**config.mk**
```make
export PLATFORM = sky130hd
export DESIGN_NAME = hht_sqrt
export DESIGN_NICKNAME = d
export VERILOG_FILES = /design/src/rtl/hht_sqrt.sv
export SDC_FILE = /design/constraint.sdc
export NUM_CORES = 1
export LEC_CHECK = 0
export CORE_AREA = 2 2 162 164
export DETAILED_ROUTE_END_ITERATION = 8
export DIE_AREA = 0 0 164 166
export DONT_BUFFER_PORTS = 1
export PLACE_DENSITY_LB_ADDON = 0.25
export SLEW_MARGIN = 25
export SYNTH_ARGS = -nofsm -noshare
export SYNTH_HDL_FRONTEND = slang
export SYNTH_SLANG_ARGS = --single-unit
```
**constraint.sdc**
```tcl
create_clock -name aclk -period 14.1 [get_ports aclk]
set_input_delay 1.41 -clock aclk [delete_from_list [all_inputs] [get_ports aclk]]
set_output_delay 1.41 -clock aclk [all_outputs]
set_load 0.02 [all_outputs]
```
**src/rtl/hht_sqrt.sv**
```systemverilog
// Iterative 64-bit integer square root, two radicand bits per cycle.
module hht_sqrt (
    input  logic        aclk,
    input  logic        aresetn,
    input  logic        start,
    input  logic [63:0] radicand,
    output logic        done,
    output logic [31:0] root
);

    logic [63:0] x_reg;
    logic [63:0] res_reg;
    logic [63:0] bit_reg;
    logic        busy_reg;
    logic        done_reg;
    logic [63:0] trial;

    assign trial = res_reg + bit_reg;

    always_ff @(posedge aclk) begin
        if (!aresetn) begin
            busy_reg <= 1'b0;
            done_reg <= 1'b0;
        end else begin
            done_reg <= 1'b0;
            if (start) begin
                x_reg    <= radicand;
                res_reg  <= '0;
                bit_reg  <= 64'd1 << 62;
                busy_reg <= 1'b1;
            end else if (busy_reg) begin
                if (x_reg >= trial) begin
                    x_reg   <= x_reg - trial;
                    res_reg <= (res_reg >> 1) + bit_reg;
                end else begin
                    res_reg <= res_reg >> 1;
                end
                bit_reg <= bit_reg >> 2;
                if (bit_reg == 64'd1) begin
                    busy_reg <= 1'b0;
                    done_reg <= 1'b1;
                end
            end
        end
    end

    assign done = done_reg;
    assign root = res_reg[31:0];

endmodule

```
==> results by group <==
Clocking
  – CTS hold repair buffers: 0
  – Resize count post-CTS: 0
  – CTS tree: yes
  – Skew-Pair Late Insertion Delay: 0.45 ns
  – Total CTS buffers: 17
  – Root buffer selected by CTS: clkbuf_16
  – Worst-path clk slew: 0.08 ns
  – Clock tree buffer depth: 2
  – TritonCTS Sinks: 162
  – # Post-CTS Setup Buffers: 0
  – CTS H-tree depth: 4

Global route
  – Number of global-route vias before repair: about 12000
  – Remaining global-route overflow: 0
  – Largest net degree at the start of global routing: 220
  – First-pass GRT wire length: 65000 um
  – Initial antenna violation count: 0
  – GRT Total Usage: 0.302

Yosys
  – Cells after Synth: approximately 1700
  – Cell Area, Synth: approximately 15000 um^2
  – Cell variety after synth: 81
  – Synthesis warning total: 0
  – Synthesized net count: 1933
  – Leading area contributor after synthesis: edfxtp_1
  – Synth area leaders: edfxtp_1 32%, ha_1 11%, o21ai_0 5.3%
  – Sequential area share after synthesis: 0.322
  – Async set-reset flop share out of synthesis: 0
  – Mean post-synth cell area: 8.66 um^2
  – Top_reg_cell synth: edfxtp_1
  – Top-area cell type share of the netlist area: 0.320
  – Number of flops mapped to enable cells by yosys: 160
  – Yosys reg bits: 162

Timing
  – Max Fclk: approximately 0.13 GHz
  – Fin crit period: 7.46 ns
  – Final TNS setup: 0 ns
  – Setup ws final: 6.64 ns
  – Worst slew pin tran: 1.00 ns
  – Setup Viol. Count Final: 0
  – Worst slew margin: 0.332
  – Final hold vios: 0
  – Clock skew: approximately 0.022 ns
  – Worst hold margin: 0.483 ns
  – Tcrit/Tclk final: 0.529
  – Fin. max-slew vios: 0
  – RSZ-0062 raised after global routing: no

Layout
  – Post-route cell area: 15600 um^2
  – Core Util, Final: 0.608
  – Area Overhead vs Synth: 3.57%
  – Ratio of cells with drive above 1 in the final layout: 0.0558
  – # diodes: 0
  – Final nets: 1853
  – Fin cells: 2003

Routing
  – Antenna-violating nets left: 0
  – Initial DRT Pass Iterations: 6
  – Iter 0 DRT Violations: roughly 1400
  – Drt drc: 0
  – Routed WL: 41300 um
  – Avg WL per Cell: just over 20 um
  – Via count: 12861
  – Vias per cell: 6.42

Floorplanning
  – Initial Util: 0.587
  – DIE AREA: roughly 27000 um^2
  – Ports: 100
  – Die Width: ~160 um
  – Die Y: between 150 and 200 um
  – Core footprint: 25600 um^2
  – Row count: 59

Placed design
  – Port bufs: 0
  – Placed insts: roughly 2000
  – Pre-CTS WS: about 6.7 ns
  – Placed cell areas: around 15000 um^2
  – GPL Wtd Cong: 0.942
  – Dpl hpwl: 31200 um

Pwr
  – Net Switching: around 940 uW
  – Internal power: approximately 1.3 mW
  – Pwr dens: 142 nW/um^2
  – Tot Pwr: 2.21 mW
  – Peak supply drop: 0.0697 mV
  – Sw Share: 0.424
  – Combinational share of power: 0.462
  – Clock power share: 0.219
  – Leakage: 5.74 nW
  – Sequential power share: 0.318

Setup path
  – Buf/Inv on CP: 2
  – CP Data Required Time: about 14 ns
  – WP data arrival: 7.68 ns
  – Critical path endpoint category: register
  – Cell mode on critical path: nand2_1
  – Startpoint Class: register
  – Slowest cell on the critical path: o32ai_2
  – Kind of critical path: reg -> reg
  – CP Max Fanout: slightly above 50
  – Crit path largest cell delay: between 0.8 and 0.9 ns
  – Critical path cell sequence: ha_1 > a31o_2 > a31oi_1 > o21ai_0 > a21oi_1 > o2111ai_1 > nand2_1 > nor3_1 > a21o_1 > a31o_2 > xnor2_1 > ha_1 > nand2_1 > nor2_1 > and2_1 > nand2_1 > nor2_1 > a21oi_1 > o32ai_2 > nor2_4 > buf_4 > inv_2 > o21ai_0 > mux2_2
  – Cell family contributing the most delay on the critical path: compound AO/OA/AOI/OAI gates

Run status
  – Outcome: completed

Flow run
  – Max-Cap Viols: 0

Worst hold path
  – Worst Hold Class: reg -> reg
Yosys cell counts (all sizes together), types with 34 or more instances:
cell / instances
inv: 39
clkbuf: 57
xor2: 82
xnor2: 87
ha: 130
a21o: 45
a31oi: 66
a21oi: 123
edfxtp: 160
o21ai: 170
buf: 45
nand4: 37
nand3: 34
nor2: 146
nor2b: 53
nand2: 181
logic make-up (layout without fill, tap and decap cells):
group                    Yosys count  after routing  share of synthesized area
AO/OA/AOI/OAI                    560            560                      0.240
multiplexers                       9              9                    0.00633
flip-flops                       162            162                      0.322
XOR/XNOR                         169            169                     0.0985
buffers and inverters            141             74                     0.0445
AND/OR/NAND/NOR                  563            563                      0.179
adder cells (fa/ha/maj)          131            131                      0.110
layout make-up:
type / instances / area (um^2)
Inverter: 39 / 148
Clock inverter: 14 / 161
Tap cell: 335 / 419
Fill cell: 2251 / 10000
Multi-Input combinational cell: 1432 / 9540
Sequential cell: 162 / 4840
Timing Repair Buffer: 3 / 22.5
Clock buffer: 18 / 429
routing by layer:
metal,up-vias,GRT usage,share of wire
li1,6252,-,-
met1,6082,0.472,0.49
met2,486,0.440,0.42
met3,41,0.0554,0.080
met4,0,0.0461,0.013
met5,-,0,0
power groups by stage:
stage	Clock [mW]	Sequential, mW	Combinational [mW]
2_1_floorplan	0	0.665	0.831
3_3_place_gp	0	0.709	0.991
3_5_place_dp	0	0.708	1.00
4_1_cts	0.491	0.699	1.01
5_1_grt	0.506	0.708	1.13
6_report	0.485	0.703	1.02
final timing paths:
path         startpoint          end  slack, ns  depth (start not counted)
min            busy_reg         done       0.48                          1
max          res_reg[2]  res_reg[55]       6.64                         24
max reg2reg  res_reg[2]  res_reg[55]       6.64                         24
min reg2reg    busy_reg         done       0.48                          1
layout by cell type, fill, tap and decap left out, types with 4 or more instances in the layout:
cell type / instances
mux2_2: 4
nor2b_1: 53
xnor2_1: 87
clkbuf_16: 17
o21ai_1: 6
nand2b_1: 9
a22oi_1: 4
inv_6: 5
a21oi_1: 119
o21ai_2: 4
or2_2: 5
a211oi_1: 25
o31ai_1: 10
and3_1: 14
a21boi_0: 6
nand3_1: 34
o21a_1: 10
or3_1: 11
ha_1: 130
nand4_1: 36
o2111ai_1: 4
o211ai_1: 7
nand2_1: 181
nor2_1: 145
xor2_1: 82
and2_1: 15
o21ai_0: 160
edfxtp_1: 160
inv_8: 5
a21o_1: 45
nor4_1: 14
o21ba_2: 4
inv_1: 37
nor3_1: 28
a31o_2: 17
mux2i_1: 5
a31oi_1: 65
o21bai_1: 31
Note: power is estimated with default switching activity, not from simulation.
