[src/rtl/hht_div.sv]
// Restoring divider, 64-bit dividend by 32-bit divisor, one quotient bit per cycle.
module hht_div (
    input  logic        aclk,
    input  logic        aresetn,
    input  logic        start,
    input  logic [63:0] dividend,
    input  logic [31:0] divisor,
    output logic        done,
    output logic [31:0] quotient
);

    logic [63:0] num_reg;
    logic [63:0] q_reg;
    logic [31:0] rem_reg;
    logic [31:0] den_reg;
    logic [5:0]  cnt_reg;
    logic        busy_reg;
    logic        done_reg;
    logic [32:0] rem_sh;
    logic [32:0] rem_sub;
    logic        ge;

    assign rem_sh  = {rem_reg, num_reg[63]};
    assign ge      = rem_sh >= {1'b0, den_reg};
    assign rem_sub = rem_sh - {1'b0, den_reg};

    always_ff @(posedge aclk) begin
        if (!aresetn) begin
            busy_reg <= 1'b0;
            done_reg <= 1'b0;
        end else begin
            done_reg <= 1'b0;
            if (start) begin
                num_reg  <= dividend;
                den_reg  <= divisor;
                rem_reg  <= '0;
                q_reg    <= '0;
                cnt_reg  <= '0;
                busy_reg <= 1'b1;
            end else if (busy_reg) begin
                rem_reg <= ge ? rem_sub[31:0] : rem_sh[31:0];
                q_reg   <= {q_reg[62:0], ge};
                num_reg <= {num_reg[62:0], 1'b0};
                cnt_reg <= cnt_reg + 6'd1;
                if (cnt_reg == 6'd63) begin
                    busy_reg <= 1'b0;
                    done_reg <= 1'b1;
                end
            end
        end
    end

    assign done     = done_reg;
    assign quotient = q_reg[31:0];

endmodule

[config.mk]
export PLATFORM = sky130hd
export DESIGN_NAME = hht_div
export DESIGN_NICKNAME = d
export VERILOG_FILES = /design/src/rtl/hht_div.sv
export SDC_FILE = /design/constraint.sdc
export NUM_CORES = 1
export LEC_CHECK = 0
export ABC_AREA = 1
export BUFFER_PORTS_ARGS = -buffer_cell sky130_fd_sc_hd__buf_2
export CORE_MARGIN = 2
export CORE_UTILIZATION = 45
export CTS_CLUSTER_SIZE = 20
export DETAILED_ROUTE_END_ITERATION = 8
export PLACE_DENSITY = 0.71
export SLEW_MARGIN = 10
export SYNTH_ARGS = -nofsm -noshare
export SYNTH_HDL_FRONTEND = slang
export SYNTH_SLANG_ARGS = --single-unit
[constraint.sdc]
create_clock -name aclk -period 4.5 [get_ports aclk]
set_input_delay 0.9 -clock aclk [delete_from_list [all_inputs] [get_ports aclk]]
set_output_delay 0.9 -clock aclk [all_outputs]
set_load 0.005 [all_outputs]
==> reports/results.txt, run 1 <==
power per cell area: 411 mW/mm²
CTS sink cnt: 168
Mapped Nets: 1342
top area cells in the synthesized netlist: edfxtp_1 (51%), nand2_1 (19%), inv_1 (7.8%)
max-cap viol count: 0
placed cell area: 0.0106 mm²
dpl cells: 1591
critical path peak fanout: 25
Fmax achieved: 0.379 GHz
worst slew pin tran: 0.922 ns
GPL Wtd Cong: 0.962
CTS H-tree lvls: 4
drt via density: 4.71
RSZ-0062 raised after global routing: false
startpoint class of the critical path: flip-flop
Worst EP arrival: 2.80 ns
Fill cells: 2010
CP Capture Type: flip-flop
FF/Latch Area: 0.00502 mm²
P_int: 3.07 mW
Max IR drop VDD: 0.265 mV
worst hold path type: flip-flop to flip-flop
Comb power frac: 24.3%
Unique masters post-synth: 37
Final min period: 2.64 ns
Post-synth top flop: edfxtp_1
DPL Wire Length: 15500 µm
Die X: 151 µm
NumNets Final: 1468
Overflow after GRT: 0
first-pass GRT wire length: 35700 µm
status: finished clean
DIE HEIGHT: 151 µm
GR Util All Layers: 20.0%
routed wire length per instance: 13.5 µm
Clk network pwr share: 33.3%
Post-Synthesis Cells: 1209
port buffer count: 131
setup TNS: 0 ns
FF+latch count, synth: 168
vias in the first global route: 7427
synth warn: 0
die area: 0.0229 mm²
site row count: 53
Skew-Pair Late Insertion Delay: 0.44 ns
M2 GR Usage: 32.0%
most frequent cells in the layout: nand2_1 (487), inv_1 (204), edfxtp_1 (166)
layout cell share with drive strength beyond 1: 16.5%
gr busiest metal: met2
clk_skew: 0.0165 ns
multi-input logic area: 0.00376 mm²
Psw: 1.56 mW
antenna violations before repair: 6
Vias: 7655
drt initial violations: 539
Req. time, crit path: 4.66 ns
CTS-repair resized insts: 0
final std cells w/o fill: 1625
post-CTS setup buffer count: 0
area grow syn2layout: 15.6%
switching portion of total power: 33.6%
Starting Density: 46.1%
Core ar.: 0.0212 mm²
drc violations: 0
Clock Pin Slew Worst Setup and Hold Paths: 0.09 ns
CTS tree: done
area leader, netlist: edfxtp_1
flip-flop count of the largest register after layout: 64
total power: 4.63 mW
Crit Path Category: flip-flop to flip-flop
most common cell after layout, fill and taps aside: nand2_1
Slew Limit Fails: 0
Post-synth EDFFs: 166
grt met3 use: 4.40%
Final Hold Fails: 0
slew margin rel.: 38.6%
met1 Track Usage GR: 27.2%
P_leak: 5.75 nW
CTS Buffer Depth: 2
Async SR Flop Fraction: 0%
I/O pin total: 132
top cell type's share of synthesized area: 51.1%
ANT nets after route: 0
Avg Synthesized Cell Area: 8.07 µm²
post-route design area: 0.0113 mm²
drt pass-1 iters: 5
# setup viols final: 0
Post-CTS Hold Buffers: 0
WL final: 21900 µm
Clock Tree Root: clkbuf_16
Num CTS Buffers: 17
fin crit share: 58.6%
largest net degree at the start of global routing: 89
Post-Syn Area: 0.00976 mm²
sequential cell fraction of total power: 42.5%
register area share after synthesis: 51.5%
per-layer routing:
layer | vias to the layer above | routed length [µm]
li1 | 3975 | -
met1 | 3445 | 10300
met2 | 192 | 10000
met3 | 35 | 1180
met4 | 8 | 420
met5 | - | 63
synthesized netlist by cell type (2+ instances only):
master      n
nand4_1     6
inv_2       6
dfxtp_1     2
o21ai_0     2
and2_1      9
edfxtp_1  166
ha_1       33
xor2_1     14
nand2_2     9
nand3_1    32
nor2_1    121
a21oi_2     2
nand3b_1   23
buf_2       4
nand2_1   488
nor2_2     28
buf_6       4
inv_1     204
clkbuf_1   16
a21oi_1    20
buf_12      2
buf_1       3
cell families after synthesis:
family | count (synthesis) | synth area share, %
XOR/XNOR | 15 | 1.35
AO/OA/AOI/OAI | 25 | 1.38
AND/OR/NAND/NOR | 725 | 31.3
adder cells (fa/ha/maj) | 34 | 4.44
flip-flops | 168 | 51.5
buffers and inverters | 242 | 10.1
power by group through the flow:
stage	Sequential (mW)	Combinational (mW)	Clock, mW
floorplan	2.00	0.853	0
global placement	2.00	1.10	0
detailed placement	2.00	1.12	0
CTS	1.97	1.13	1.57
global route	1.98	1.29	1.63
finish	1.97	1.12	1.54
cell type report:
class	count	area share, %
sequential	168	44.5
timing repair buffer	136	6.25
inverter	213	7.16
clock inverter	15	1.90
multi-input combinational	799	33.3
clock buffer	17	3.77
antenna	2	0.0444
tap	275	3.05
metrics by stage:
step	utilization [%]	setup WS (ns)	hold WS (ns)
after detailed placement	50.3	1.73	0.494
after global routing	53.3	1.69	0.534
after CTS	53.3	1.88	0.506
final	53.3	1.86	0.514
after floorplan	-	1.15	0.465
after global placement	50.3	1.81	0.492
critical path: stages, from the launching register on:
cell and delay (ns):
edfxtp_1 0.42, ha_1 0.38, nand2_1 0.14, inv_1 0.05
nand2_1 0.08, nand2_1 0.06, nand2_1 0.08, nand3_2 0.13
nand2_2 0.10, nand2_2 0.07, nand2_4 0.32, nand2_8 0.20
inv_8 0.25, nor2_1 0.08
worst paths after layout:
kind | startpoint | depth (start not counted) | end | slack [ns]
min | num_reg[37] | 2 | num_reg[38] | 0.51
max | rem_reg[2] | 13 | q_reg[0] | 1.86
max reg2reg | rem_reg[2] | 13 | q_reg[0] | 1.86
min reg2reg | num_reg[37] | 2 | num_reg[38] | 0.51
Note: power is estimated with default switching activity, not from simulation.
==> run 2, diff against run 1 <==
clock period = 2.4 ns   (was 4.5 ns; I/O delays follow)
==> run 2 against run 1 <==
Compared with the run above: utilization up 2.6 points; power up 95%; global-route usage up 1.1 points; largest power group unchanged.
==> reports/results.txt, run 2 (synthesis results as in run 1) <==
DIE HEIGHT: 151 µm (unchanged)
P_leak: 5.86 nW (+2.1%)
Overflow after GRT: 0 (unchanged)
RSZ-0062 raised after global routing: true
I/O pin total: 132 (unchanged)
vias in the first global route: 7547 (+1.6%)
Starting Density: 46.1% (unchanged)
NumNets Final: 1487 (+1.3%)
Setup WS pre-CTS: 0.0515 ns (-1.68 ns)
Clk network pwr share: 32.4% (-0.9 points)
drt via density: 4.77 (+1.2%)
placed cell area: 0.0107 mm² (+1.0%)
GPL Wtd Cong: 0.933 (-3.0%)
slew margin rel.: 59.6% (+21 points)
routed wire length per instance: 14.4 µm (+6.5%)
Req. time, crit path: 2.60 ns (-2.06 ns)
Clock Pin Slew Worst Setup and Hold Paths: 0.08 ns (about the same)
CTS Buffer Depth: 2 (unchanged)
ANT nets after route: 0 (unchanged)
switching portion of total power: 34.2% (+0.60 points)
Psw: 3.10 mW (+99%)
Core ar.: 0.0212 mm² (unchanged)
CP Capture Type: flip-flop
most common cell after layout, fill and taps aside: nand2_1
WP buf/inv: 2 (unchanged)
Max IR drop VDD: 0.487 mV (+84%)
critical path peak fanout: 13 (-48%)
# setup viols final: 0 (unchanged)
CP dominant cell by count: nor2_1
flip-flop count of the largest register after layout: 64 (unchanged)
most frequent cells in the layout: nand2_1 (483), inv_1 (204), edfxtp_1 (166)
layout cell share with drive strength beyond 1: 20.1% (+3.6 points)
fin crit share: 95.3% (+37 points)
site row count: 53 (unchanged)
GR Util All Layers: 21.1% (+1.1 points)
DPL Wire Length: 16500 µm (+6.7%)
Worst EP arrival: 2.48 ns (-0.32 ns)
worst slew pin tran: 0.607 ns (-0.315 ns)
area grow syn2layout: 21.3%
peak per-stage delay on the critical path: 0.42 ns (about the same)
final std cells w/o fill: 1645 (+1.2%)
sequential cell fraction of total power: 41.2% (-1.3 points)
Comb power frac: 26.4% (+2.1 points)
startpoint class of the critical path: flip-flop
Clock Tree Root: clkbuf_16
setup TNS: 0 ns (unchanged)
dpl cells: 1602 (+0.69%)
Vias: 7844 (+2.5%)
drt initial violations: 523 (-3.0%)
post-route design area: 0.0118 mm² (+4.9%)
Slew Limit Fails: 0 (unchanged)
Fmax achieved: 0.437 GHz (+15%)
die area: 0.0229 mm² (unchanged)
Crit Path Category: flip-flop to flip-flop
Cell Chain, Critical Path: ha_2 -> nand2_2 -> nor2_2 -> inv_2 -> nor4_4 -> nand2_4 -> nand2_8 -> clkinv_16 -> nor2_1 -> nor2_1
largest net degree at the start of global routing: 67 (-25%)
Final Hold Fails: 0 (unchanged)
power per cell area: 764 mW/mm² (+86%)
Final min period: 2.29 ns (-0.349 ns)
first-pass GRT wire length: 37300 µm (+4.4%)
antenna violations before repair: 4 (-2)
CP max stage cell: edfxtp_1
worst hold path type: primary input to flip-flop
port buffer count: 131 (unchanged)
Skew-Pair Late Insertion Delay: 0.45 ns (about the same)
drt pass-1 iters: 5 (unchanged)
clk_skew: 0.0131 ns (-0.00336 ns)
post-layout util: 56.0% (+2.6 points)
Num CTS Buffers: 17 (unchanged)
CTS sink cnt: 168 (unchanged)
drc violations: 0 (unchanged)
status: finished clean
max-cap viol count: 0 (unchanged)
Die X: 151 µm (unchanged)
CP top delay family: simple AND/OR/NAND/NOR gates
WL final: 23600 µm (+7.8%)
CTS H-tree lvls: 4 (unchanged)
CTS tree: done
Post-CTS Hold Buffers: 0 (unchanged)
P_int: 5.95 mW (+93%)
PnR worst setup slack: 0.112 ns (-1.75 ns)
==> run 2: cell types whose count changed in the layout (fill, tap and decap cells not counted), moves of 4 or more <==
cell | before | now
ha_1 | 33 | 9
ha_4 | 0 | 23
buf_4 | 4 | 15
nand2_1 | 487 | 483
nand2_2 | 9 | 13
nor2_4 | 0 | 4
==> run 2: worst paths after layout <==
path | from | slack, ns | to | depth (start not counted)
worst max-delay path | rem_reg[27] | 0.11 | rem_reg[31] | 10
worst min-delay path | divisor[2] | 0.22 | den_reg[2] | 1
worst max register to register | rem_reg[27] | 0.11 | rem_reg[31] | 10
worst min register to register | num_reg[26] | 0.51 | num_reg[27] | 2
==> run 2: stage by stage <==
step	hold slack, ns	power, mW
2_1_floorplan	0.487	5.33
3_3_place_gp	0.492	5.86
3_5_place_dp	0.494	5.90
4_1_cts	0.201	8.85
5_1_grt	0.201	9.54
6_report	0.215	9.04
==> run 2: cell type report <==
cell class                      count  area, µm²
Tap cell                          275        344
Timing Repair Buffer              152        870
Fill cell                        1963       9310
Clock inverter                     15        214
Inverter                          213        827
Multi-Input combinational cell    801       4120
Sequential cell                   168       5020
Timing Repair inverter              1       11.3
Clock buffer                       17        425
Antenna cell                        3       7.51
==> run 2: timing repair <==
action | 4_1_cts | 5_1_grt
endpoints found under the hold margin | 0 | 0
resized for setup | 0 | 55
setup endpoints to repair | 0 | 33
setup buffers | 0 | 5
==> run 2: per-layer routing <==
metal,GRT usage [%],vias to the layer above,wire length [µm]
met4,7.76,4,613
met2,33.8,236,10900
li1,-,4016,-
met3,4.64,40,1390
met1,28.1,3548,10700
met5,0,-,15
==> run 2: power groups by stage <==
| stage | combinational, mW | clock (mW) | sequential [mW] |
|---|---|---|---|
| floorplan | 1.60 | 0 | 3.73 |
| detailed placement | 2.15 | 0 | 3.75 |
| finish | 2.39 | 2.93 | 3.72 |
| global placement | 2.12 | 0 | 3.75 |
| CTS | 2.16 | 3.00 | 3.69 |
| global route | 2.69 | 3.09 | 3.76 |
