$ cat src/rtl/hht_pkg.sv
// Shared constants and a helper function for the Householder triangularization unit.
package hht_pkg;

    localparam int MAT_N  = 3;
    localparam int CELLS  = MAT_N * MAT_N;
    localparam int IDX_W  = (MAT_N > 1) ? $clog2(MAT_N) : 1;
    localparam int ADDR_W = $clog2(CELLS);
    localparam int ELEM_W = 32;
    localparam int THR_W  = 16;
    localparam int PADDR_W = 2;

    localparam logic [ADDR_W-1:0] LAST_CELL = ADDR_W'(CELLS - 1);
    localparam logic [IDX_W-1:0]  LAST_IDX  = IDX_W'(MAT_N - 1);

    function automatic logic [ELEM_W-1:0] mag32(input logic [ELEM_W-1:0] v);
        mag32 = v[ELEM_W-1] ? (~v + 1'b1) : v;
    endfunction

endpackage

$ cat src/rtl/hht_mem.sv
// Matrix store: one write port and one registered read port.
module hht_mem (
    input  logic                          aclk,
    input  logic                          we,
    input  logic [hht_pkg::ADDR_W-1:0]    waddr,
    input  logic [hht_pkg::ELEM_W-1:0]    wdata,
    input  logic [hht_pkg::ADDR_W-1:0]    raddr,
    output logic [hht_pkg::ELEM_W-1:0]    rdata
);

    logic [hht_pkg::ELEM_W-1:0] mem [hht_pkg::CELLS];

    always_ff @(posedge aclk) begin
        if (we) begin
            mem[waddr] <= wdata;
        end
        rdata <= mem[raddr];
    end

endmodule

$ cat config.mk
export PLATFORM = sky130hd
export DESIGN_NAME = hht_mem
export DESIGN_NICKNAME = d
export VERILOG_FILES = /design/src/rtl/hht_pkg.sv /design/src/rtl/hht_mem.sv
export SDC_FILE = /design/constraint.sdc
export NUM_CORES = 1
export LEC_CHECK = 0
export ABC_AREA = 1
export BUFFER_PORTS_ARGS = -buffer_cell sky130_fd_sc_hd__buf_2
export CORE_UTILIZATION = 65
export DETAILED_ROUTE_END_ITERATION = 8
export HOLD_SLACK_MARGIN = 0.05
export PLACE_DENSITY = 0.84
export SETUP_SLACK_MARGIN = 0.15
export SYNTH_ARGS = -nofsm -noshare
export SYNTH_HDL_FRONTEND = slang
export SYNTH_SLANG_ARGS = --single-unit
$ cat constraint.sdc
create_clock -name aclk -period 6.2 [get_ports aclk]
set_input_delay 0.31 -clock aclk [delete_from_list [all_inputs] [get_ports aclk]]
set_output_delay 0.31 -clock aclk [all_outputs]
set_load 0.01 [all_outputs]
==> metrics.txt, run 1 <==
initial antenna violation count 0; sequence of cells on the critical path buf_4 > clkinv_2 > buf_4 > nand2_1 > nand2_1 > nand2_1 > nand3_1 > nand3_1 > nand2_1; launch point of the worst reg-to-reg path mem[0][16]; Endpoint, Worst Hold mem[7][29]; Yosys warning total 0; Area Overhead vs Synth 14.6%; Clock transition at path regs 0.06 ns; die footprint 0.0202 mm^2; Mean Syn Cell Area between 10 and 15 um^2; IO Count 74; WS Path Type in2reg; Setup Buffers After CTS 0; WHS Path Cells 1; Clock Skews a little over 0.006 ns; clk_lat worst skew 0.56 ns; sequential share of the synthesized area 72.6%; share of cells above drive strength 1 11.3%; Setup crit end kind flip-flop; vias per inst 5.49; vias in the first global route 8,390; Mapped Cells 1,167; # nets final 1,305; pwr dens 307 mW/mm^2; DR pass1 iterations 5; row count 50; RSZ-0062 raised after global routing no; GR Overflow Total 0; Crit Path Max Fanout 68; DP HPWL 13,200 um; Synth cell types 11; slowest CP cell clkinv_2; Yosys reg bits 320; CTS Buffer Depth 3; Fmax 382 MHz; non-filler cells, final about 1.5k; vias 8,494; Final period util 42.2%; final wirelength approximately 28,000 um; Internal Pwr Total 3.53 mW; flop-to-flop setup slack 5.14 ns; Starting Density 67.3%; largest net degree at the start of global routing 69; Final ANT Viol Nets 0; hold buffers post-CTS 30; post-CTS sizing 0; Hold Violations, Final 0; Combinational Power Share 6.0%; CTS Buf Count 31; die width 142 um; Critical R2R Capture rdata[16]; Buffers on Ports 73; CP most frequent cell nand2_1; required time worst endpoint 6.65 ns; Switch Pwr 0.971 mW; min Tclk post-route 2.62 ns; CORE AREA 0.0190 mm^2; final slew viol count 0; Leakage 6.30 nW; startpoint types input port; Least-Margin Pin Slew 1.23 ns; total track usage between 20% and 30%; Clk pwr share 40.2%; Post-Syn Area about 0.013 mm^2; chip height about 140 um; Root Driver clkbuf_16; first-pass GRT wire length 43,500 um; Setup Viol. Count Final 0; antenna cell count 0; Peak VDD IR 252 uV; Seq pwr share 53.7%; Rel. slew slack 18.1%; CTS tree built; CTS H-tree depth 1; CTS Sinks 320; Post-Syn Nets 1,209; total negative slack 0 ns; 1st-iter DRT viols 762; Worst Path Arrival 3.07 ns; placed cells 1,460; Max Cap Viol 0; Hold Path Class in2reg; Reg2Reg Depth 6; Post-route DRC 0; CP peak stage delay between 0.9 and 1 ns; Net Sw Frac between 20% and 30%; GPL Wtd Cong about 0.73; worst hold path startpoint wdata[29]; status finished clean; drt wl/cell 17.8 um
[routing by layer]
metal  track usage (%)  vias up  routed length (um)
met5                 0        -                   0
met4              13.0        0                 981
met3              4.21       94                2820
met2              46.4      497               13300
met1              39.0     3937               10400
li1                  -     3966                   -
[worst max-delay path by stage]
stage | from | end | slack (ns)
CTS | raddr[0] | rdata[16] | 3.64
floorplan | waddr[3] | mem[0][0] | 3.92
detailed placement | raddr[0] | rdata[14] | 3.15
global route | raddr[0] | rdata[16] | 3.42
global placement | raddr[0] | rdata[6] | 3.24
finish | raddr[0] | rdata[16] | 3.58
[layout by cell type, fill, tap and decap left out, drive strengths merged]
cell type / synthesis / routed
inv: 200 / 200
dfxtp: 32 / 32
clkinvlp: 0 / 2
nand2: 388 / 388
nor2: 9 / 9
dlygate4sd3: 0 / 30
buf: 42 / 88
bufinv: 0 / 3
clkbuf: 13 / 37
nand3: 195 / 195
edfxtp: 288 / 288
clkinv: 0 / 16
[final cells by class]
type                            count  area, um^2
Clock buffer                       37         798
Multi-Input combinational cell    592        2530
Tap cell                          260         325
Timing Repair Buffer              118         781
Clock inverter                     21         185
Sequential cell                   320        9290
Inverter                          200         752
Fill cell                        1179        4350
[sequential cells by signal, summed over array words and instances, names as in the netlist]
| signal | cells |
|---|---|
| mem | 288 |
| rdata | 32 |
[metrics by stage]
step	total power [mW]	util, %	area (um^2)	hold slack (ns)	worst slack, ns
2_1_floorplan	2.62	-	12800	0.409	3.92
3_5_place_dp	2.72	70.4	13400	0.425	3.15
4_1_cts	4.52	77.1	14700	0.0523	3.64
5_1_grt	4.63	77.1	14700	0.0805	3.42
6_report	4.51	77.1	14700	0.0755	3.58
3_3_place_gp	2.70	70.4	13400	0.421	3.24
[kinds of logic (layout without fill, tap and decap cells)]
logic type / count (synthesis) / in the layout / synth area share, %
buffers and inverters: 255 / 376 / 8.10
AND/OR/NAND/NOR: 592 / 592 / 19.3
flip-flops: 320 / 320 / 72.6
[worst max-delay path, delay by kind of cell]
| family | cells | cell delay (ns) |
|---|---|---|
| simple gates | 6 | 0.57 |
| buf+inv | 3 | 2.09 |
[synth_stat cells, drive strengths merged]
cell | instances | area, um^2
nor2 | 9 | 33.8
clkbuf | 13 | 48.8
inv | 200 | 751
edfxtp | 288 | 8650
nand2 | 388 | 1460
nand3 | 195 | 976
dfxtp | 32 | 641
buf | 42 | 236
[power groups by stage]
stage / logic (mW) / clock network [mW] / registers (mW)
5_1_grt: 0.300 / 1.90 / 2.43
3_3_place_gp: 0.239 / 0 / 2.47
6_report: 0.271 / 1.81 / 2.42
4_1_cts: 0.269 / 1.83 / 2.42
3_5_place_dp: 0.250 / 0 / 2.47
2_1_floorplan: 0.143 / 0 / 2.47
Power figures use the tool's default switching activity.
==> run 2: changes to the inputs <==
--- a/config.mk
+++ b/config.mk
@@ -5,12 +5,12 @@
 export SDC_FILE = /design/constraint.sdc
 export NUM_CORES = 1
 export LEC_CHECK = 0
-export ABC_AREA = 1
+export ABC_AREA = 0
 export BUFFER_PORTS_ARGS = -buffer_cell sky130_fd_sc_hd__buf_2
-export CORE_UTILIZATION = 65
+export CORE_UTILIZATION = 54
 export DETAILED_ROUTE_END_ITERATION = 8
 export HOLD_SLACK_MARGIN = 0.05
-export PLACE_DENSITY = 0.84
+export PLACE_DENSITY = 0.75
 export SETUP_SLACK_MARGIN = 0.15
 export SYNTH_ARGS = -nofsm -noshare
 export SYNTH_HDL_FRONTEND = slang
==> constraint.sdc (replaced) <==
create_clock -name aclk -period 2.4 [get_ports aclk]
set_input_delay 0.12 -clock aclk [delete_from_list [all_inputs] [get_ports aclk]]
set_output_delay 0.12 -clock aclk [all_outputs]
set_load 0.01 [all_outputs]
==> run 2 against run 1 <==
Combinational power grew 140%. Wire length is 19% lower. Cell count shrank 32%. Utilization is 11 points lower. Total power grew to 2.6 times the previous value.
==> metrics.txt, run 2 <==
status finished clean; area leader, netlist edfxtp_1; commonest cells after routing, fill and taps aside 288 x edfxtp_1, 72 x buf_2, 64 x mux2i_1; Leakage 4.94 nW (-21%); DP HPWL 12,100 um (-8.0%); die width 150 um (+5.7%); vias in the first global route 6,346 (-24%); die footprint 0.0226 mm^2 (+12%); Seq pwr share 53.2% (-0.5 points); vias per inst 5.75 (+4.7%); worst hold path startpoint raddr[0]; 1st-iter DRT viols 440 (-42%); min Tclk post-route 1.28 ns; final wirelength 22,300 um (-19%); total negative slack 0 ns (unchanged); Hold Path Class in2reg; share of cells above drive strength 1 30.8% (+20 points); first-pass GRT wire length 34,000 um (-22%); most common cell after layout, fill and taps aside edfxtp_1; Buffers on Ports 73 (unchanged); Internal Pwr Total 9.47 mW (+170%); CP peak stage delay 0.52 ns (-0.40 ns); CTS Sinks 320 (unchanged); Hold Violations, Final 0 (unchanged); PnR worst setup slack 1.12 ns (-2.46 ns); pwr dens 834 mW/mm^2 (+170%); Fmax 783 MHz; Clk pwr share 41.3% (+1.1 points); Reg2Reg Depth 3 (-3); cell with the most instances after synthesis edfxtp_1; sequential share of the synthesized area 78.1% (+5.5 points); largest registers mem x288, rdata x32; Post-Syn Area 0.0119 mm^2 (-7.0%); Setup Buffers After CTS 0 (unchanged); CORE AREA 0.0213 mm^2 (+12%); CTS H-tree depth 1 (unchanged); WHS Path Cells 4 (+3); largest net degree at the start of global routing 43 (-38%); Final ANT Viol Nets 0 (unchanged); Net Sw Frac 19.5% (-2.0 points); Max Cap Viol 0 (unchanged); antenna cell count 0 (unchanged); Setup crit end kind flip-flop; CTS tree built; flop-to-flop setup slack 1.23 ns (-3.91 ns); vias 6,045 (-29%); final core utilization 66.3% (-11 points); Least-Margin Pin Slew 0.796 ns (-0.429 ns); RSZ-0062 raised after global routing no; drt wl/cell 21.2 um (+19%); clk_lat worst skew 0.55 ns (about the same); Synth cell types 20 (+9); Biggest register mem; Yosys warning total 0 (unchanged); # fillers 1,395 (+18%); Peak VDD IR 562 uV (+120%); initial antenna violation count 0 (unchanged); Rel. slew slack 46.9% (+29 points); total track usage 20.3% (-8.3 points); Setup Viol. Count Final 0 (unchanged); Post-synth ARST share 0% (unchanged); startpoint types input port; Post-synth EDFFs 288 (unchanged); Final period util a little over half; Combinational Power Share 5.5% (-0.5 points); Largest register FFs 288 (unchanged); Area Overhead vs Synth 18.6%; slowest CP cell dlygate4sd3_1; final slew viol count 0 (unchanged); Clock transition at path regs 0.06 ns (about the same); Top delay family on crit path buffers and inverters; WS Path Type in2reg; placed cells 963 (-34%); non-filler cells, final 1,052 (-32%); IO Count 74 (unchanged); Mapped Cells 629 (-46%); Crit Path Max Fanout 24 (-65%); required time worst endpoint 2.85 ns (-3.80 ns); chip height 150 um (+5.7%); Post-route DRC 0 (unchanged); Post-Syn Nets 671 (-44%); CTS Buffer Depth 3 (unchanged); Clock Skews 0.0204 ns (+0.0143 ns); sequence of cells on the critical path dlygate4sd3_1 > buf_2 > buf_4 > nand2_1 > o31ai_2; Worst Path Arrival 1.72 ns (-1.35 ns); DR pass1 iterations 5 (unchanged); Switch Pwr 2.30 mW (+140%); Starting Density 55.9% (-11 points); Mean Syn Cell Area 18.9 um^2 (+73%); most frequently used flop master after synthesis edfxtp_1; CP Depth 5 (-4); main area contributors after synthesis edfxtp_1 73%, mux2_2 6.0%, dfxtp_1 5.4%; Critical path buffers and inverters 3 (unchanged); share of the synthesized area in the top cell type 72.7% (+5.1 points); Root Driver clkbuf_16; Endpoint, Worst Hold rdata[18]; Critical R2R Capture rdata[29]; pre-CTS setup slack 0.694 ns (-2.46 ns); top post-synthesis cells by count 288 x edfxtp_1, 64 x mux2i_1, 63 x mux2_2; launch point of the worst reg-to-reg path mem[4][29]; GPL Wtd Cong 0.725 (-1.1%); GR Overflow Total 0 (unchanged); CTS Buf Count 30 (-3.2%); # nets final 795 (-39%); row count 53 (+6.0%); Yosys reg bits 320 (unchanged); post-CTS sizing 0 (unchanged)
[run 2: routing by layer]
layer	up-vias	share of wire (%)	track usage [%]
li1	2760	-	-
met1	3084	39	24.3
met2	162	55	37.7
met3	39	5.1	2.55
met4	0	1.8	6.67
met5	-	0	0
[run 2: stage by stage]
| step | hold WS [ns] | cell area, um^2 | power, mW |
|---|---|---|---|
| floorplan | 0.219 | 11900 | 6.73 |
| global placement | 0.389 | 12700 | 6.95 |
| detailed placement | 0.404 | 12700 | 6.98 |
| CTS | 0.205 | 14100 | 11.9 |
| global route | 0.235 | 14100 | 12.1 |
| finish | 0.208 | 14100 | 11.8 |
[run 2: cell type report]
type,instances,area (um^2),share of cell area (%)
Sequential cell,320,9290,65.8
Multi-Input combinational cell,275,2510,17.8
Timing Repair Buffer,126,927,6.57
Clock buffer,44,885,6.27
Tap cell,275,344,2.44
Clock inverter,12,161,1.14
[run 2: tightest hold or removal path: cells and delay by family]
family          cells  cell delay, ns
buf+inv             1            0.20
mux                 1            0.18
compound gates      2            0.21
[run 2: kinds of logic (layout without fill, tap and decap cells)]
family	after synthesis	after routing	share of synthesized area [%]
simple gates	51	51	1.81
mux	128	128	11.4
buf+inv	34	182	1.67
compound gates	96	96	6.98
flops	320	320	78.1
[run 2: power groups by stage]
stage	registers (mW)	logic [mW]	clock network (mW)
after floorplan	6.39	0.339	0
after global placement	6.36	0.584	0
after detailed placement	6.37	0.609	0
after CTS	6.26	0.658	4.95
after global routing	6.26	0.699	5.16
final	6.25	0.650	4.86
[run 2: worst max-delay path by stage]
stage	startpoint	end	slack [ns]
after floorplan	waddr[2]	mem[3][0]	-0.04
after global placement	waddr[3]	mem[4][20]	0.76
after detailed placement	waddr[3]	mem[4][20]	0.69
after CTS	raddr[3]	rdata[14]	1.12
after global routing	raddr[3]	rdata[14]	1.05
final	raddr[3]	rdata[14]	1.12
[run 2: repair_timing]
item	in CTS	in global routing
hold buffers	33	0
endpoints found under the hold margin	289	0
setup endpoints to repair	0	0
==> run 3: changes to the inputs <==
==> constraint.sdc (replaced) <==
create_clock -name aclk -period 1.16 [get_ports aclk]
set_input_delay 0.058 -clock aclk [delete_from_list [all_inputs] [get_ports aclk]]
set_output_delay 0.058 -clock aclk [all_outputs]
set_load 0.01 [all_outputs]
==> run 3 against run 2 <==
The run now ends with negative setup slack left. Via count rose by 3.6%. Cell count rose by 2.6%. Hold slack got worse by 0.11 ns. Global-route usage rose by 1.5 points. Clock power rose by 110%. Total power rose by 110%. Design area rose by 6.3%. Combinational power rose to 2.6 times the previous value. Critical endpoint is now rdata[2]. Sequential power rose by 110%. Setup slack got worse by 1.2 ns. Die area did not move. Non-clock buffer count rose by 26.
==> metrics.txt, run 3 (same netlist as run 2, synthesis figures left out) <==
chip height 150 um (unchanged); Leakage 5.35 nW (+8.1%); share of cells above drive strength 1 39.7% (+8.9 points); IO Count 74 (unchanged); min Tclk post-route 1.19 ns; commonest cells after routing, fill and taps aside 288 x edfxtp_1, 64 x mux2i_1, 56 x buf_2; Buffers on Ports 73 (unchanged); initial antenna violation count 0 (unchanged); CTS H-tree depth 1 (unchanged); Fmax approximately 840 MHz; Rel. slew slack 37.1% (-9.8 points); Post-route DRC 0 (unchanged); first-pass GRT wire length 36,400 um (+7.3%); vias 6,262 (+3.6%); Area Overhead vs Synth 26.2%; origin of the worst setup path mem[7][2]; status complete, but fails checks; die width 150 um (unchanged); total negative slack -0.0321 ns (-0.0321 ns); CTS tree built; Worst Path Arrival 1.63 ns (-0.09 ns); Reg2Reg Depth 4 (+1); pwr dens 1650 mW/mm^2 (+98%); flop-to-flop setup slack -0.03 ns (-1.26 ns); Endpoint, Worst Hold mem[4][18]; vias per inst 5.80 (+1.0%); GPL Wtd Cong 0.736 (+1.6%); Starting Density 55.9% (unchanged); Critical R2R Capture rdata[2]; startpoint types flip-flop; Least-Margin Pin Slew 0.941 ns (+0.145 ns); final slew viol count 0 (unchanged); clk_lat worst skew 0.55 ns (about the same); DP HPWL 13,800 um (+14%); Peak VDD IR 1340 uV (+140%); Biggest register mem; row count 53 (unchanged); Setup crit end kind flip-flop; Clock Skews 0.0161 ns (-0.00436 ns); GR Overflow Total 0 (unchanged); Final period util 103%; antenna cell count 0 (unchanged); WS Path Type reg2reg; total track usage 21.8% (+1.5 points); WHS Path Cells 3 (-1); Largest register FFs 288 (unchanged); vias in the first global route 6,527 (+2.9%); launch point of the worst reg-to-reg path mem[7][2]; CTS Sinks 320 (unchanged); Crit Path Max Fanout 1 (-96%); 1st-iter DRT viols 433 (-1.6%); DR pass1 iterations 5 (unchanged); RSZ-0062 raised after global routing yes; fin area 0.0150 mm^2 (+6.3%); largest net degree at the start of global routing 34 (-21%); Setup Viol. Count Final 1 (+1); # fillers 1,235 (-11%); Post-DP Area 0.0133 mm^2 (+4.0%); Max Cap Viol 0 (unchanged); final core utilization 70.5% (+4.2 points); CTS Buf Count 31 (+3.3%); Clock transition at path regs 0.06 ns (about the same); Root Driver clkbuf_16; CORE AREA 0.0213 mm^2 (unchanged); required time worst endpoint 1.60 ns (-1.25 ns); most common cell after layout, fill and taps aside edfxtp_1; drt wl/cell 22.1 um (+4.3%); # nets final 822 (+3.4%); pre-CTS setup slack -0.339 ns (-1.03 ns); worst hold path startpoint waddr[1]; Final ANT Viol Nets 0 (unchanged); violated checks negative setup slack; CTS Buffer Depth 3 (unchanged); Hold Path Class in2reg; PnR worst setup slack -0.0321 ns (-1.15 ns); largest registers mem x288, rdata x32; Hold Violations, Final 0 (unchanged); total power 24.8 mW (+110%); die footprint 0.0226 mm^2 (unchanged); final wirelength 23,900 um (+7.0%)
[run 3: through the flow]
stage,hold WS [ns],cells
after floorplan,0.157,629
after global placement,0.332,989
after detailed placement,0.348,989
after CTS,0.0868,1079
after global routing,0.0937,1079
final,0.102,1079
[run 3: timing repair]
item	in CTS	in global routing
setup buffers	0	0
hold endpoints to repair	318	0
gates resized for setup	40	40
cloned	0	0
hold buffers	33	0
pin swaps	2	10
endpoints found under the setup margin	47	62
[run 3: worst max-delay path by stage]
stage / slack, ns / end
final: -0.03 / rdata[2]
after global routing: -0.08 / rdata[2]
after CTS: -0.002 / rdata[1]
after detailed placement: -0.34 / rdata[2]
after global placement: -0.33 / rdata[2]
after floorplan: -0.61 / mem[0][0]
[run 3: area by class of cell]
class / instances / area (um^2) / area share (%)
clock buffers: 44 / 915 / 6.09
clock inverters: 13 / 150 / 1.00
multi-input cells: 275 / 2830 / 18.9
flip-flops and latches: 320 / 9310 / 62.0
well taps: 275 / 344 / 2.29
repair buffers: 152 / 1460 / 9.73
[run 3: metal layers]
metal,vias up,global-route usage (%),part of all wire (%)
li1,2815,-,-
met1,3204,28.6,42
met2,204,37.1,51
met3,39,3.30,5.9
met4,0,7.58,2.1
met5,-,0,0
[run 3: where the power goes]
part / switching (mW) / leakage, nW / internal [mW]
clock: 4.00 / 0.522 / 6.13
sequential: 0.101 / 2.87 / 12.9
combinational: 0.864 / 1.95 / 0.798
[run 3: critical path: stages (launching register included)]
cell and delay (ns):
edfxtp_1 0.40, mux2_4 0.30, o22ai_4 0.17, o31ai_2 0.09, buf_4 0.14
